==> config.mk <==
export PLATFORM = sky130hd
export DESIGN_NAME = cascaded_pi_voltage_current_control
export DESIGN_NICKNAME = d
export VERILOG_FILES = /design/src/cpvc_pkg.sv /design/src/cpvc_datapath.sv /design/src/cascaded_pi_voltage_current_control.sv
export SDC_FILE = /design/constraint.sdc
export NUM_CORES = 2
export LEC_CHECK = 0
export BUFFER_PORTS_ARGS = -buffer_cell sky130_fd_sc_hd__buf_2
export CORE_UTILIZATION = 58
export CTS_CLUSTER_SIZE = 8
export DETAILED_ROUTE_END_ITERATION = 10
export PLACE_DENSITY = 0.79
export SKIP_LAST_GASP = 1
export SYNTH_ARGS = -nofsm -noshare
export SYNTH_HDL_FRONTEND = slang
export SYNTH_SLANG_ARGS = --single-unit
export TNS_END_PERCENT = 5
==> constraint.sdc <==
create_clock -name clk -period 7.62 [get_ports clk]
set_clock_uncertainty 0.2 [all_clocks]
set_input_delay 1.524 -clock clk [delete_from_list [all_inputs] [get_ports clk]]
set_output_delay 1.524 -clock clk [all_outputs]
set_load 0.02 [all_outputs]
==> src/cpvc_pkg.sv <==
// Shared types and constants of the cascaded PI voltage/current controller.
package cpvc_pkg;

    localparam int DATA_W   = 16;
    localparam int GAIN_W   = 24;
    localparam int APB_DW   = 32;
    localparam int APB_AW   = 5;
    localparam int REG_IDXW = 3;

    typedef enum logic [REG_IDXW-1:0] {
        REG_KP_V,
        REG_KI_V,
        REG_KP_I,
        REG_KI_I,
        REG_REF_MIN,
        REG_REF_MAX,
        REG_DUTY_MIN,
        REG_DUTY_MAX
    } cpvc_reg_t;

    typedef enum logic [0:0] {
        OP_UPDATE,
        OP_CLEAR
    } cpvc_op_t;

    typedef enum logic [3:0] {
        ST_IDLE,
        ST_V_KI,
        ST_V_KP,
        ST_V_OUT,
        ST_I_ERR,
        ST_I_KI,
        ST_I_KP,
        ST_I_OUT,
        ST_CLR
    } cpvc_state_t;

    typedef struct packed {
        cpvc_op_t                  operation;
        logic signed [DATA_W-1:0]  voltage_set;
        logic signed [DATA_W-1:0]  voltage_meas;
        logic signed [DATA_W-1:0]  current_meas;
    } cpvc_cmd_t;

    typedef struct packed {
        logic        [DATA_W-1:0]  duty;
        logic signed [DATA_W-1:0]  current_ref;
    } cpvc_res_t;

    typedef struct packed {
        logic        [GAIN_W-1:0]  kp_voltage;
        logic        [GAIN_W-1:0]  ki_dt_voltage;
        logic        [GAIN_W-1:0]  kp_current;
        logic        [GAIN_W-1:0]  ki_dt_current;
        logic signed [DATA_W-1:0]  ref_min;
        logic signed [DATA_W-1:0]  ref_max;
        logic        [DATA_W-1:0]  duty_min;
        logic        [DATA_W-1:0]  duty_max;
    } cpvc_cfg_t;

    // Sequencer to datapath controls
    typedef struct packed {
        logic load;      // capture input word, form outer error
        logic inner;     // select inner loop gains, limits and integral
        logic sel_kp;    // multiply by kp instead of ki*dt
        logic mul_en;    // register the shared multiplier product
        logic int_wr;    // write clamped integral
        logic cref_wr;   // register clamped current reference
        logic err_i_wr;  // form inner error
        logic clr;       // zero both integrals
    } cpvc_ctrl_t;

endpackage

==> src/cpvc_datapath.sv <==
// Shared multiplier and add/clamp unit of the two PI loops, with their state.
module cpvc_datapath #(
    parameter int FRAC_BITS = 16
) (
    input  logic               clk,
    input  logic               rst_n,
    input  cpvc_pkg::cpvc_cfg_t  cfg,
    input  cpvc_pkg::cpvc_ctrl_t ctrl,
    input  cpvc_pkg::cpvc_cmd_t  cmd,
    output cpvc_pkg::cpvc_res_t  res
);
    import cpvc_pkg::*;

    localparam int ERR_W  = DATA_W + 1;
    localparam int PROD_W = ERR_W + GAIN_W + 1;
    localparam int INT_W  = DATA_W + FRAC_BITS + 1;
    localparam int SUM_W  = ((PROD_W > INT_W) ? PROD_W : INT_W) + 1;
    localparam int Q_W    = SUM_W - FRAC_BITS;

    logic signed [ERR_W-1:0]  err_reg;
    logic signed [DATA_W-1:0] imeas_reg;
    logic signed [DATA_W-1:0] cref_reg;
    logic signed [PROD_W-1:0] prod_reg;
    logic signed [INT_W-1:0]  integ_v_reg;
    logic signed [INT_W-1:0]  integ_i_reg;

    logic        [GAIN_W-1:0] gain;
    logic signed [PROD_W-1:0] mul;
    logic signed [ERR_W-1:0]  lim_lo;
    logic signed [ERR_W-1:0]  lim_hi;
    logic signed [INT_W-1:0]  integ_sel;
    logic signed [SUM_W-1:0]  sum;
    logic signed [SUM_W-1:0]  lo_fix;
    logic signed [SUM_W-1:0]  hi_fix;
    logic signed [SUM_W-1:0]  int_clamp;
    logic signed [Q_W-1:0]    q_trunc;
    logic signed [Q_W-1:0]    q;
    logic signed [Q_W-1:0]    lo_q;
    logic signed [Q_W-1:0]    hi_q;
    logic                     round_up;
    logic signed [ERR_W-1:0]  out_val;

    always_comb
    begin
        if (ctrl.inner)
        begin
            gain   = ctrl.sel_kp ? cfg.kp_current : cfg.ki_dt_current;
            lim_lo = $signed({1'b0, cfg.duty_min});
            lim_hi = $signed({1'b0, cfg.duty_max});
            integ_sel = integ_i_reg;
        end
        else
        begin
            gain   = ctrl.sel_kp ? cfg.kp_voltage : cfg.ki_dt_voltage;
            lim_lo = ERR_W'(cfg.ref_min);
            lim_hi = ERR_W'(cfg.ref_max);
            integ_sel = integ_v_reg;
        end
    end

    assign mul = err_reg * $signed({1'b0, gain});

    // Shared add: integral plus registered product
    assign sum    = SUM_W'(integ_sel) + SUM_W'(prod_reg);
    assign lo_fix = SUM_W'(lim_lo) <<< FRAC_BITS;
    assign hi_fix = SUM_W'(lim_hi) <<< FRAC_BITS;

    always_comb
    begin
        if (sum > hi_fix)
            int_clamp = hi_fix;
        else if (sum < lo_fix)
            int_clamp = lo_fix;
        else
            int_clamp = sum;
    end

    // Truncate toward zero: bump a negative quotient that lost fraction bits
    assign q_trunc  = Q_W'(sum >>> FRAC_BITS);
    assign round_up = sum[SUM_W-1] && (sum[FRAC_BITS-1:0] != '0);
    assign q        = round_up ? q_trunc + Q_W'(1) : q_trunc;
    assign lo_q     = Q_W'(lim_lo);
    assign hi_q     = Q_W'(lim_hi);

    always_comb
    begin
        if (q > hi_q)
            out_val = lim_hi;
        else if (q < lo_q)
            out_val = lim_lo;
        else
            out_val = q[ERR_W-1:0];
    end

    always_ff @(posedge clk)
    begin
        if (ctrl.load)
        begin
            err_reg   <= ERR_W'(cmd.voltage_set) - ERR_W'(cmd.voltage_meas);
            imeas_reg <= cmd.current_meas;
        end
        else if (ctrl.err_i_wr)
        begin
            err_reg <= ERR_W'(cref_reg) - ERR_W'(imeas_reg);
        end
        if (ctrl.mul_en)
            prod_reg <= mul;
        if (ctrl.cref_wr)
            cref_reg <= out_val[DATA_W-1:0];
    end

    always_ff @(posedge clk or negedge rst_n)
    begin
        if (!rst_n)
        begin
            integ_v_reg <= '0;
            integ_i_reg <= '0;
        end
        else if (ctrl.clr)
        begin
            integ_v_reg <= '0;
            integ_i_reg <= '0;
        end
        else if (ctrl.int_wr)
        begin
            if (ctrl.inner)
                integ_i_reg <= INT_W'(int_clamp);
            else
                integ_v_reg <= INT_W'(int_clamp);
        end
    end

    assign res.duty        = out_val[DATA_W-1:0];
    assign res.current_ref = cref_reg;

endmodule

==> src/cascaded_pi_voltage_current_control.sv <==
// Top level of the cascaded PI voltage/current controller.
//
//  channel | direction | handshake            | word
//  --------+-----------+----------------------+--------------------------------------
//  cmd     | in        | cmd_valid/cmd_stall  | operation, voltage_set/meas, current_meas
//  res     | out       | res_valid/res_stall  | duty, current_ref
//  cfg     | in        | APB psel/penable     | gains and limits, 32 bit data
//
// An update word holds the block for the accept cycle plus seven steps, in which
// one shared multiplier and one shared add/clamp unit are stepped through the
// ki*dt product, the integral update, the kp product and the output clamp of each
// loop in turn; the result register loads in the last step. A clear word loads
// it in its single clear step, and no new word is taken until the last one is done.
// cmd_stall is high from the cycle after acceptance until the result is
// loaded; the result register holds a finished word while res_stall is high,
// and the block waits in its last step until that register frees up.
// Reset clears the gains, limits, both integrals and all handshake state.
module cascaded_pi_voltage_current_control #(
    parameter int FRAC_BITS = 16
) (
    input  logic                            clk,
    input  logic                            rst_n,
    input  logic                            psel,
    input  logic                            penable,
    input  logic                            pwrite,
    input  logic [cpvc_pkg::APB_AW-1:0]     paddr,
    input  logic [cpvc_pkg::APB_DW-1:0]     pwdata,
    output logic [cpvc_pkg::APB_DW-1:0]     prdata,
    output logic                            pready,
    input  logic                            cmd_valid,
    output logic                            cmd_stall,
    input  cpvc_pkg::cpvc_cmd_t             cmd_word,
    output logic                            res_valid,
    input  logic                            res_stall,
    output cpvc_pkg::cpvc_res_t             res_word
);
    import cpvc_pkg::*;

    cpvc_cfg_t   cfg_reg;
    cpvc_reg_t   reg_idx;
    logic        cfg_wr;

    cpvc_state_t state_reg;
    cpvc_state_t state_next;
    cpvc_ctrl_t  ctrl;
    cpvc_res_t   dp_res;

    logic        res_valid_reg;
    logic        res_valid_next;
    cpvc_res_t   res_word_reg;
    logic        out_free;
    logic        res_load;

    // ---------------- configuration port ----------------
    assign pready  = 1'b1;
    assign reg_idx = cpvc_reg_t'(paddr[APB_AW-1:2]);
    assign cfg_wr  = psel && penable && pwrite && pready;

    always_ff @(posedge clk or negedge rst_n)
    begin
        if (!rst_n)
        begin
            cfg_reg <= '0;
        end
        else if (cfg_wr)
        begin
            unique case (reg_idx)
                REG_KP_V:     cfg_reg.kp_voltage    <= pwdata[GAIN_W-1:0];
                REG_KI_V:     cfg_reg.ki_dt_voltage <= pwdata[GAIN_W-1:0];
                REG_KP_I:     cfg_reg.kp_current    <= pwdata[GAIN_W-1:0];
                REG_KI_I:     cfg_reg.ki_dt_current <= pwdata[GAIN_W-1:0];
                REG_REF_MIN:  cfg_reg.ref_min       <= pwdata[DATA_W-1:0];
                REG_REF_MAX:  cfg_reg.ref_max       <= pwdata[DATA_W-1:0];
                REG_DUTY_MIN: cfg_reg.duty_min      <= pwdata[DATA_W-1:0];
                REG_DUTY_MAX: cfg_reg.duty_max      <= pwdata[DATA_W-1:0];
                default:      cfg_reg               <= cfg_reg;
            endcase
        end
    end

    // Read back raw register bits, zero extended
    always_comb
    begin
        unique case (reg_idx)
            REG_KP_V:     prdata = APB_DW'(cfg_reg.kp_voltage);
            REG_KI_V:     prdata = APB_DW'(cfg_reg.ki_dt_voltage);
            REG_KP_I:     prdata = APB_DW'(cfg_reg.kp_current);
            REG_KI_I:     prdata = APB_DW'(cfg_reg.ki_dt_current);
            REG_REF_MIN:  prdata = APB_DW'($unsigned(cfg_reg.ref_min));
            REG_REF_MAX:  prdata = APB_DW'($unsigned(cfg_reg.ref_max));
            REG_DUTY_MIN: prdata = APB_DW'(cfg_reg.duty_min);
            REG_DUTY_MAX: prdata = APB_DW'(cfg_reg.duty_max);
            default:      prdata = '0;
        endcase
    end

    // ---------------- sequencer ----------------
    // The last step of either word may write the result register only when
    // it is empty or being drained this cycle.
    assign out_free = !res_valid_reg || !res_stall;

    always_ff @(posedge clk or negedge rst_n)
    begin
        if (!rst_n)
            state_reg <= ST_IDLE;
        else
            state_reg <= state_next;
    end

    always_comb
    begin
        state_next = state_reg;
        unique case (state_reg)
            ST_IDLE:
            begin
                if (cmd_valid)
                    state_next = (cmd_word.operation == OP_CLEAR) ? ST_CLR : ST_V_KI;
            end
            ST_V_KI:  state_next = ST_V_KP;
            ST_V_KP:  state_next = ST_V_OUT;
            ST_V_OUT: state_next = ST_I_ERR;
            ST_I_ERR: state_next = ST_I_KI;
            ST_I_KI:  state_next = ST_I_KP;
            ST_I_KP:  state_next = ST_I_OUT;
            ST_I_OUT:
            begin
                if (out_free)
                    state_next = ST_IDLE;
            end
            ST_CLR:
            begin
                if (out_free)
                    state_next = ST_IDLE;
            end
            default:  state_next = ST_IDLE;
        endcase
    end

    // Step controls: ki*dt product, then integral update alongside the kp
    // product, then output clamp, for the outer and then the inner loop.
    always_comb
    begin
        ctrl     = '0;
        res_load = 1'b0;
        unique case (state_reg)
            ST_IDLE:
            begin
                ctrl.load = cmd_valid && (cmd_word.operation == OP_UPDATE);
            end
            ST_V_KI:
            begin
                ctrl.mul_en = 1'b1;
            end
            ST_V_KP:
            begin
                ctrl.mul_en = 1'b1;
                ctrl.sel_kp = 1'b1;
                ctrl.int_wr = 1'b1;
            end
            ST_V_OUT:
            begin
                ctrl.cref_wr = 1'b1;
            end
            ST_I_ERR:
            begin
                ctrl.err_i_wr = 1'b1;
            end
            ST_I_KI:
            begin
                ctrl.inner  = 1'b1;
                ctrl.mul_en = 1'b1;
            end
            ST_I_KP:
            begin
                ctrl.inner  = 1'b1;
                ctrl.mul_en = 1'b1;
                ctrl.sel_kp = 1'b1;
                ctrl.int_wr = 1'b1;
            end
            ST_I_OUT:
            begin
                ctrl.inner = 1'b1;
                res_load   = out_free;
            end
            ST_CLR:
            begin
                ctrl.clr = 1'b1;
                res_load = out_free;
            end
            default:
            begin
                ctrl = '0;
            end
        endcase
    end

    assign cmd_stall = (state_reg != ST_IDLE);

    cpvc_datapath #(
        .FRAC_BITS (FRAC_BITS)
    ) u_datapath (
        .clk   (clk),
        .rst_n (rst_n),
        .cfg   (cfg_reg),
        .ctrl  (ctrl),
        .cmd   (cmd_word),
        .res   (dp_res)
    );

    // ---------------- result register ----------------
    always_comb
    begin
        if (res_load)
            res_valid_next = 1'b1;
        else if (!res_stall)
            res_valid_next = 1'b0;
        else
            res_valid_next = res_valid_reg;
    end

    always_ff @(posedge clk or negedge rst_n)
    begin
        if (!rst_n)
            res_valid_reg <= 1'b0;
        else
            res_valid_reg <= res_valid_next;
    end

    // Load zeros for a clear word, else the inner clamp and held reference
    always_ff @(posedge clk)
    begin
        if (res_load)
            res_word_reg <= (state_reg == ST_CLR) ? '0 : dp_res;
    end

    assign res_valid = res_valid_reg;
    assign res_word  = res_word_reg;

endmodule

==> impl_summary.txt <==
----------------------------------------------------
[Layout]
  Non-filler cells, final ... roughly 5,200
  Area growth syn-to-layout ... 22.1%
  Flip-flop count of the largest register after layout ... 160
  Utilization of the core after routing ... 0.718
  Layout cell share with drive strength beyond 1 ... 0.251
  Layout Nets ... 5,111

[Worst setup path]
  Sort of element at the end of the critical path ... flop
  Largest incremental delay on the critical path ... between 0.6 and 0.7 ns
  Largest fanout of any net on the critical path ... 6
  Critical Path Source Type ... flop
  Critical-path cell with the highest stage delay ... mux4_2
  Data required time at the worst endpoint ... between 7 and 8 ns
  Crit-path most repeated cell ... fa_1
  Buffers & Inverters on Critical Path ... 6
  Kind of critical path ... flop to flop
  Arrival time at the worst endpoint ... 8.02 ns
  Crit path max-delay family ... adder cells

[Yosys]
  Primary flip-flop cell chosen by synthesis mapping ... dfrtp_1
  Syn avg cell area ... 9.57 um^2
  Adder-cell share of the synthesized area ... 0.293
  Yosys warning total ... 0
  Share of the synthesized area in compound gates (AO/OA/AOI/OAI) ... 0.108
  Mux contribution to synthesized area ... 0.0908
  Count of flip-flops with a built-in enable after synthesis ... 123
  Area of the mapped netlist ... between 30,000 and 40,000 um^2
  Dominant combinational cell family by area after synthesis ... adder cells
  Number of distinct standard cells referenced by the synthesized netlist ... 85
  Largest cells by area after synthesis ... fa_1, dfrtp_1, ha_1
  Flop and latch count out of synthesis ... 354
  Portion of the post-synthesis area used by sequential elements ... 0.260
  Xor/xnor cell area share of the yosys netlist ... 0.0274
  Async set or reset register ratio after synthesis ... 0.653
  Fraction of post-synthesis cell area in the top cell type by area ... 0.183
  Gate Count Post-Synth ... 3,803
  Simple-gate share of the synthesized area ... 0.145
  Post-synth top area cell ... fa_1

[GRT]
  Global-route met3 utilization ... 0.0828
  GR Util met2 ... 0.571
  Global-route track usage on met1 ... 0.466
  Number of global-route vias before repair ... 32,158
  Total congestion overflow after global routing ... 0
  Largest net degree at the start of global routing ... 98
  Grt peak-use layer ... met2
  Total track usage ... 0.364
  Number of antenna violations at the first check in global routing ... 7
  Wire length of the first global-routing pass ... 177,000 um

[Route]
  Routed wirelength normalized by instance count ... about 23 um
  Detailed router's first-iteration violation count ... 3,420
  Routed Antenna Nets ... 0
  Avg Vias per Cell ... just over 6
  Initial DRT Pass Iterations ... 6
  DRC viols ... 0
  Count of vias placed by the detailed router ... 31,805
  Total wire length after detailed routing ... between 100,000 and 150,000 um

[Placement]
  Gp weighted congestion ... around 1.0
  Count of input and output buffers ... 140
  Final HPWL from detailed placement ... 86,700 um
  Setup slack at placement ... -0.451 ns
  Placed instance count ... 5,076

[Timing]
  Relative slew slack ... 0.0706
  Final hold violations ... 0
  Achievable clock frequency ... 0.126 GHz
  Transition time at the pin with the least slew margin ... 1.38 ns
  Setup repair after global routing missed its margin ... yes
  Worst path setup slack after routing ... -0.311 ns
  Post-route clock period utilization ... 1.04
  Number of pins exceeding their max-slew limit in the final report ... 0
  Number of setup violations in the final report ... 17
  Fin crit period ... roughly 8 ns

[Die]
  Core ar. ... roughly 62,000 um^2
  Row Count ... 91
  Count of boundary I/O pins ... 160
  Die Ht ... 252 um
  Overall die area ... 63,700 um^2
  Effective utilization at floorplan ... 0.589
  Die width ... 252 um

[Clocking]
  Clock root buffer ... clkbuf_16
  TritonCTS clock tree ... built
  H-tree depth reported by CTS ... 2
  Max Buffers Root-to-Sink ... 3
  Cts-stage hold buffer count ... 0
  Clock-pin slew on the worst setup and hold paths ... around 0.050 ns
  Clock Sinks ... roughly 350
  Clock insertion delay at the later pin of the skew report ... 0.63 ns
  Total clock buffers created by CTS ... 51

[Flow run]
  Number of maximum-capacitance violations ... 0

[Worst hold path]
  Worst min path class ... flop to flop

[Run status]
  Violated checks ... negative setup slack
  Run status ... finished with violations

----------------------------------------------------
worst paths after layout:
| kind | from | endpoint | depth (start not counted) | slack (ns) |
|---|---|---|---|---|
| max | state_reg[3] | u_datapath.prod_reg[41] | 29 | -0.31 |
| min reg2reg | u_datapath.integ_i_reg[9] | u_datapath.integ_i_reg[9] | 2 | 0.28 |
| min | u_datapath.integ_i_reg[9] | u_datapath.integ_i_reg[9] | 2 | 0.28 |
| max reg2reg | state_reg[3] | u_datapath.prod_reg[41] | 29 | -0.31 |
| min in group asynchronous | rst_n | u_datapath.integ_i_reg[12] | 1 | 0.74 |
| max in group asynchronous | rst_n | u_datapath.integ_v_reg[19] | 2 | 4.96 |
placed cells by master (no fill, tap or decap), drive strengths merged, types with 16 or more instances in the layout:
cell type,Yosys,routed
a211oi,33,33
a21o,69,69
a21oi,148,148
a31oi,17,17
a32o,24,24
a32oi,18,18
and2,153,153
buf,29,660
clkbuf,135,81
dfrtp,231,231
edfxtp,123,123
fa,332,332
ha,322,322
inv,548,548
mux2,161,161
mux2i,50,50
mux4,44,44
nand2,554,555
nand2b,32,32
nand3,38,38
nand4,39,39
nor2,172,172
nor2b,50,50
nor3,25,25
o21a,16,16
o21ai,118,118
o221ai,24,24
xnor2,81,81
xor2,32,32
timing repair:
item | CTS | global route
pin swaps | 46 | 82
endpoints found under the setup margin | 45 | 120
cloned | 1 | 5
gates resized for setup | 64 | 155
setup buffers | 28 | 39
Yosys cell counts (8+ instances only):
library cell / instances
nand2_1: 553
edfxtp_1: 123
o31ai_1: 9
nand3_1: 38
and3_1: 12
nand2b_1: 32
o21bai_1: 10
ha_1: 322
a32oi_1: 18
or3_1: 13
xor2_1: 32
a21oi_1: 147
a211oi_1: 32
fa_1: 332
xnor2_1: 80
o211ai_1: 11
nor2_1: 172
nor3_1: 24
o22ai_1: 9
a211o_1: 9
mux2i_1: 50
o21ai_0: 113
a31oi_1: 16
buf_4: 12
a21boi_0: 13
o221ai_1: 24
mux4_2: 44
clkbuf_1: 135
buf_2: 9
nand4_1: 39
a2111oi_0: 9
a32o_1: 24
dfrtp_1: 231
a21o_1: 69
o21a_1: 16
inv_1: 548
and4_1: 10
nor2b_1: 50
mux2_2: 161
buf_1: 8
and2_1: 152
cell families after synthesis:
| logic type | count (synthesis) |
|---|---|
| other cells | 2 |
| flops | 354 |
| xor+xnor | 113 |
| compound gates | 584 |
| simple gates | 1128 |
| fa+ha+maj | 654 |
| buf+inv | 713 |
| mux | 255 |
stage by stage:
stage	TNS, ns	area [um^2]	hold WS [ns]
after detailed placement	-10.26	41200	0.275
after global placement	-6.25	41200	0.262
after floorplan	-0.0216	36500	0.250
after global routing	-27.05	44400	0.300
after CTS	-7.52	43300	0.285
final	-2.84	44400	0.280
layout make-up:
| class | count | area [um^2] |
|---|---|---|
| diodes | 5 | 12.5 |
| clock buffers | 78 | 1400 |
| clock inverters | 5 | 103 |
| fillers | 4208 | 17400 |
| inverters | 549 | 2060 |
| multi-input cells | 2744 | 25200 |
| flip-flops and latches | 354 | 9470 |
| well taps | 837 | 1050 |
| repair buffers | 664 | 5140 |
tightest hold or removal path: stages, from the launching register on:
cell and delay [ns]:
dfrtp_1 0.34, nand2_1 0.05, o21ai_0 0.06
layer usage:
layer  vias to the layer above  wire length (um)
met5                         -                30
met3                       441             12700
met2                      1905             53500
met4                         6              7390
met1                     15572             44400
li1                      13881                 -
Power is not shown: default switching activity piles up to over one toggle a cycle in this logic, so the estimate is an artifact.
